$ cat src/rtl/xpos_ram.sv
// Generic single-clock RAM with one write port and one registered read port.
// Depends on nothing; instantiated by xor_patch_overlay_store.

module xpos_ram #(
  parameter int Width = 8,
  parameter int Depth = 16
) (
  input  logic                     clk_i,
  input  logic                     we_i,
  input  logic [$clog2(Depth)-1:0] waddr_i,
  input  logic [Width-1:0]         wdata_i,
  input  logic [$clog2(Depth)-1:0] raddr_i,
  output logic [Width-1:0]         rdata_o
);

  logic [Width-1:0] mem_q [Depth];
  logic [Width-1:0] rdata_q;

  always_ff @(posedge clk_i) begin
    if (we_i) begin
      mem_q[waddr_i] <= wdata_i;
    end
    rdata_q <= mem_q[raddr_i];
  end

  assign rdata_o = rdata_q;

endmodule

$ cat config.mk
export PLATFORM = sky130hd
export DESIGN_NAME = xpos_ram
export DESIGN_NICKNAME = d
export VERILOG_FILES = /design/src/rtl/xpos_ram.sv
export SDC_FILE = /design/constraint.sdc
export NUM_CORES = 1
export LEC_CHECK = 0
export ABC_AREA = 1
export ABC_CLOCK_PERIOD_IN_PS = 1500
export BUFFER_PORTS_ARGS = -buffer_cell sky130_fd_sc_hd__clkbuf_2
export CAP_MARGIN = 0
export CORE_ASPECT_RATIO = 2
export CORE_MARGIN = 2
export CORE_UTILIZATION = 63
export CTS_BUF_LIST = sky130_fd_sc_hd__clkbuf_2
export CTS_CLUSTER_SIZE = 14
export DETAILED_ROUTE_END_ITERATION = 16
export GPL_TIMING_DRIVEN = 0
export PLACE_DENSITY = 0.89
export SETUP_SLACK_MARGIN = 0.1
export SLEW_MARGIN = 0
export SYNTH_ARGS = -nofsm -noshare
export SYNTH_HDL_FRONTEND = slang
export SYNTH_SLANG_ARGS = --single-unit
export TNS_END_PERCENT = 30
$ cat constraint.sdc
create_clock -name clk_i -period 1.5 [get_ports clk_i]
set_input_delay 0.3 -clock clk_i [delete_from_list [all_inputs] [get_ports clk_i]]
set_output_delay 0.3 -clock clk_i [all_outputs]
set_load 0.005 [all_outputs]
==> impl_metrics.csv <==
group,metric,value,unit
status,status,"finished clean",
sta,layout_min_cycle_time,1.43,ns
die,dieArea,9980,um^2
cells_and_area,nFillCells,650,
sta,worstMarginPinSlew,0.875,ns
sta,setup_tns,0,ns
logic_synthesis,ys_seq_elements,136,
global_route,grt_pass1_vias,4048,
worst_hold_path,min_path_type,"in2reg",
critical_path,arrival,1.13,ns
logic_synthesis,synthFlopType,"edfxtp_1",
logic_synthesis,async_reset_ff_frac,0,
die,fp-row-count,49,
sta,final-setup-viol-count,0,
drt,drt-initial-drc-count,394,
flow_run,cap_viol_max_count,0,
clocking,cts.htree.levels,4,
logic_synthesis,yosysSeqAreaShare,0.694,
logic_synthesis,syn-cell-area,5770,um^2
clocking,clock-root-buffer,"clkbuf_2",
drt,drt_pass1_iterations,5,
clocking,cts.sinks,136,
critical_path,cpMaxStageDelayCell,"dfxtp_1",
sta,relSlewSlack,0.415,
critical_path,critPathMaxStageDelay,0.35,ns
die,start_util,0.644,
drt,routedWlPerCell,19.2,um
drt,route.detailed.drc,0,
logic_synthesis,yosys.area.top_type_share,0.667,
placed_design,gp_congestion,1.09,
logic_synthesis,netlist_top_cells_count,"nand2_1, edfxtp_1, inv_1",
critical_path,critPathCaptureType,"primary output",
logic_synthesis,synth_area_leaders,"edfxtp_1, nand2_1, nand3_1",
critical_path,r2r_slack,0.36,ns
cells_and_area,multiInputGateArea,1210,um^2
cells_and_area,areaGrowthSynthToFinish,8.16,%
critical_path,path_cells,"clkbuf_2",
die,dieWidth,71.7,um
clocking,clockBufferDepth,2,
worst_hold_path,holdPathStages,1,
power_and_ir_drop,p_leak,2.75,nW
die,floorplan.die.height,139,um
cells_and_area,design_area,6240,um^2
critical_path,crit_required,1.20,ns
worst_hold_path,worst_hold_path.endpoint,"mem_q[8][1]$_DFFE_PP_",
logic_synthesis,yosys.area.top_type,"edfxtp_1",
drt,avgViaCountPerCell,5.70,
cells_and_area,seq_area,4010,um^2
logic_synthesis,syn_inst,551,
die,io_pins,26,
die,core-area,8950,um^2
sta,rsz0062_at_grt,"true",
global_route,grt_max_degree,17,
logic_synthesis,syn-num-nets,569,
cells_and_area,nets,613,
sta,max_freq,0.698,GHz
drt,vias,4056,
placed_design,placed_cells,675,
logic_synthesis,yosysMostFrequentCell,"nand2_1",
critical_path,critical_path_class,"reg2out",
sta,drv_slew,0,
placed_design,io_buffers,22,
power_and_ir_drop,p_per_area,1070,nW/um^2
drt,drt_wl_total,13700,um
critical_path,start_kind,"flop",
placed_design,place_area,6000,um^2
global_route,grt_pass1_wl,20700,um
clocking,cts_tree,"built",
placed_design,hpwlAfterDp,9440,um
global_route,antenna_found_initial,1,
critical_path,r2r_cells,6,
critical_path,worstPathMaxFanout,1,
cells_and_area,stdcell_count,711,
logic_synthesis,synth-edff-count,128,
global_route,grt_usage,0.295,
power_and_ir_drop,ir_drop,0.922,mV
critical_path,cp_num_buf_inv,1,
sta,skew,0.0353,ns
clocking,numCtsBuffers,17,
sta,fin_crit_sh,0.955,
critical_path,r2r_end,"rdata_o[4]$_DFF_P_",
worst_hold_path,worstHoldStart,"wdata_i[1]",
logic_synthesis,ys_types,12,
clocking,clk_pin_slew,0.20,ns
critical_path,cp_top_family,"flip-flops",
logic_synthesis,yosys_warnings,0,
critical_path,r2r-start,"mem_q[2][4]$_DFFE_PP_",
drt,ant_nets,0,
clocking,insertion_delay,0.68,ns
logic_synthesis,avgSynthCellArea,10.5,um^2
cells_and_area,layout-drive-gt1-share,0.127,
sta,hold_violations,0,
global_route,overflow,0,
[state kept, by name, indices dropped and copies added, names as in the netlist]
name     cells
rdata_o      8
mem_q      128
[cell type report]
type / instances / share of cell area
Sequential cell: 136 / 0.642
Multi-Input combinational cell: 289 / 0.195
Inverter: 102 / 0.0614
Buffer: 24 / 0.0267
Timing Repair Buffer: 25 / 0.0225
Tap cell: 102 / 0.0205
Clock inverter: 14 / 0.0175
Clock buffer: 18 / 0.0144
Antenna cell: 1 / 0.000401
[per-layer routing]
| metal | global-route usage | up-vias | part of all wire |
|---|---|---|---|
| met3 | 0.0644 | 83 | 0.083 |
| met5 | 0 | - | 0 |
| li1 | - | 1868 | - |
| met1 | 0.309 | 1834 | 0.31 |
| met4 | 0.235 | 0 | 0.086 |
| met2 | 0.493 | 271 | 0.52 |
[worst max-delay path by stage]
| stage | startpoint | endpoint | slack (ns) | cells past startpoint |
|---|---|---|---|---|
| after global routing | rdata_o[3]$_DFF_P_ | rdata_o[3] | 0.002 | 1 |
| after CTS | rdata_o[3]$_DFF_P_ | rdata_o[3] | 0.01 | 1 |
| after detailed placement | waddr_i[0] | mem_q[12][5]$_DFFE_PP_ | -0.17 | 4 |
| after floorplan | waddr_i[2] | mem_q[10][0]$_DFFE_PP_ | 0.25 | 2 |
| after global placement | waddr_i[2] | mem_q[10][3]$_DFFE_PP_ | -0.12 | 3 |
| final | rdata_o[3]$_DFF_P_ | rdata_o[3] | 0.07 | 1 |
[cell usage in the layout (no fill, tap or decap)]
master,netlist,final
nand2_1,173,173
edfxtp_1,128,128
inv_1,100,100
nand3_1,97,97
clkbuf_2,0,39
nor2_1,17,17
buf_2,13,14
dfxtp_1,8,7
buf_6,6,6
buf_4,4,4
clkinvlp_4,0,4
clkinv_2,0,4
clkinv_1,0,3
dlygate4sd3_1,0,3
inv_2,2,2
nand3b_1,2,2
diode_2,0,1
buf_1,1,1
inv_6,0,1
bufinv_16,0,1
clkinv_4,0,1
dfxtp_2,0,1
[logic make-up after synthesis]
family                 synth area share
buffers and inverters            0.0952
DFF                               0.694
and+or+nand+nor                   0.210
[report_power, final]
group	switching (W)	internal (W)
Clock	0.00127	0.000578
Sequential	0.0000227	0.00424
Combinational	0.000390	0.000167
Total	0.00168	0.00499
[through the flow]
step	total power [W]	setup slack, ns	hold slack (ns)	utilization
floorplan	0.00465	0.249	0.399	-
finish	0.00667	0.0675	0.0726	0.697
CTS	0.00668	0.0138	0.0241	0.696
detailed placement	0.00489	-0.166	0.662	0.671
global route	0.00687	0.00248	0.0308	0.697
global placement	0.00486	-0.116	0.646	0.671
[timing repair]
item | in CTS | in global routing
endpoints found under the setup margin | 8 | 8
hold buffers | 3 | 0
hold endpoints to repair | 11 | 0
setup buffers | 0 | 0
resized for setup | 0 | 2
Power figures use the tool's default switching activity.
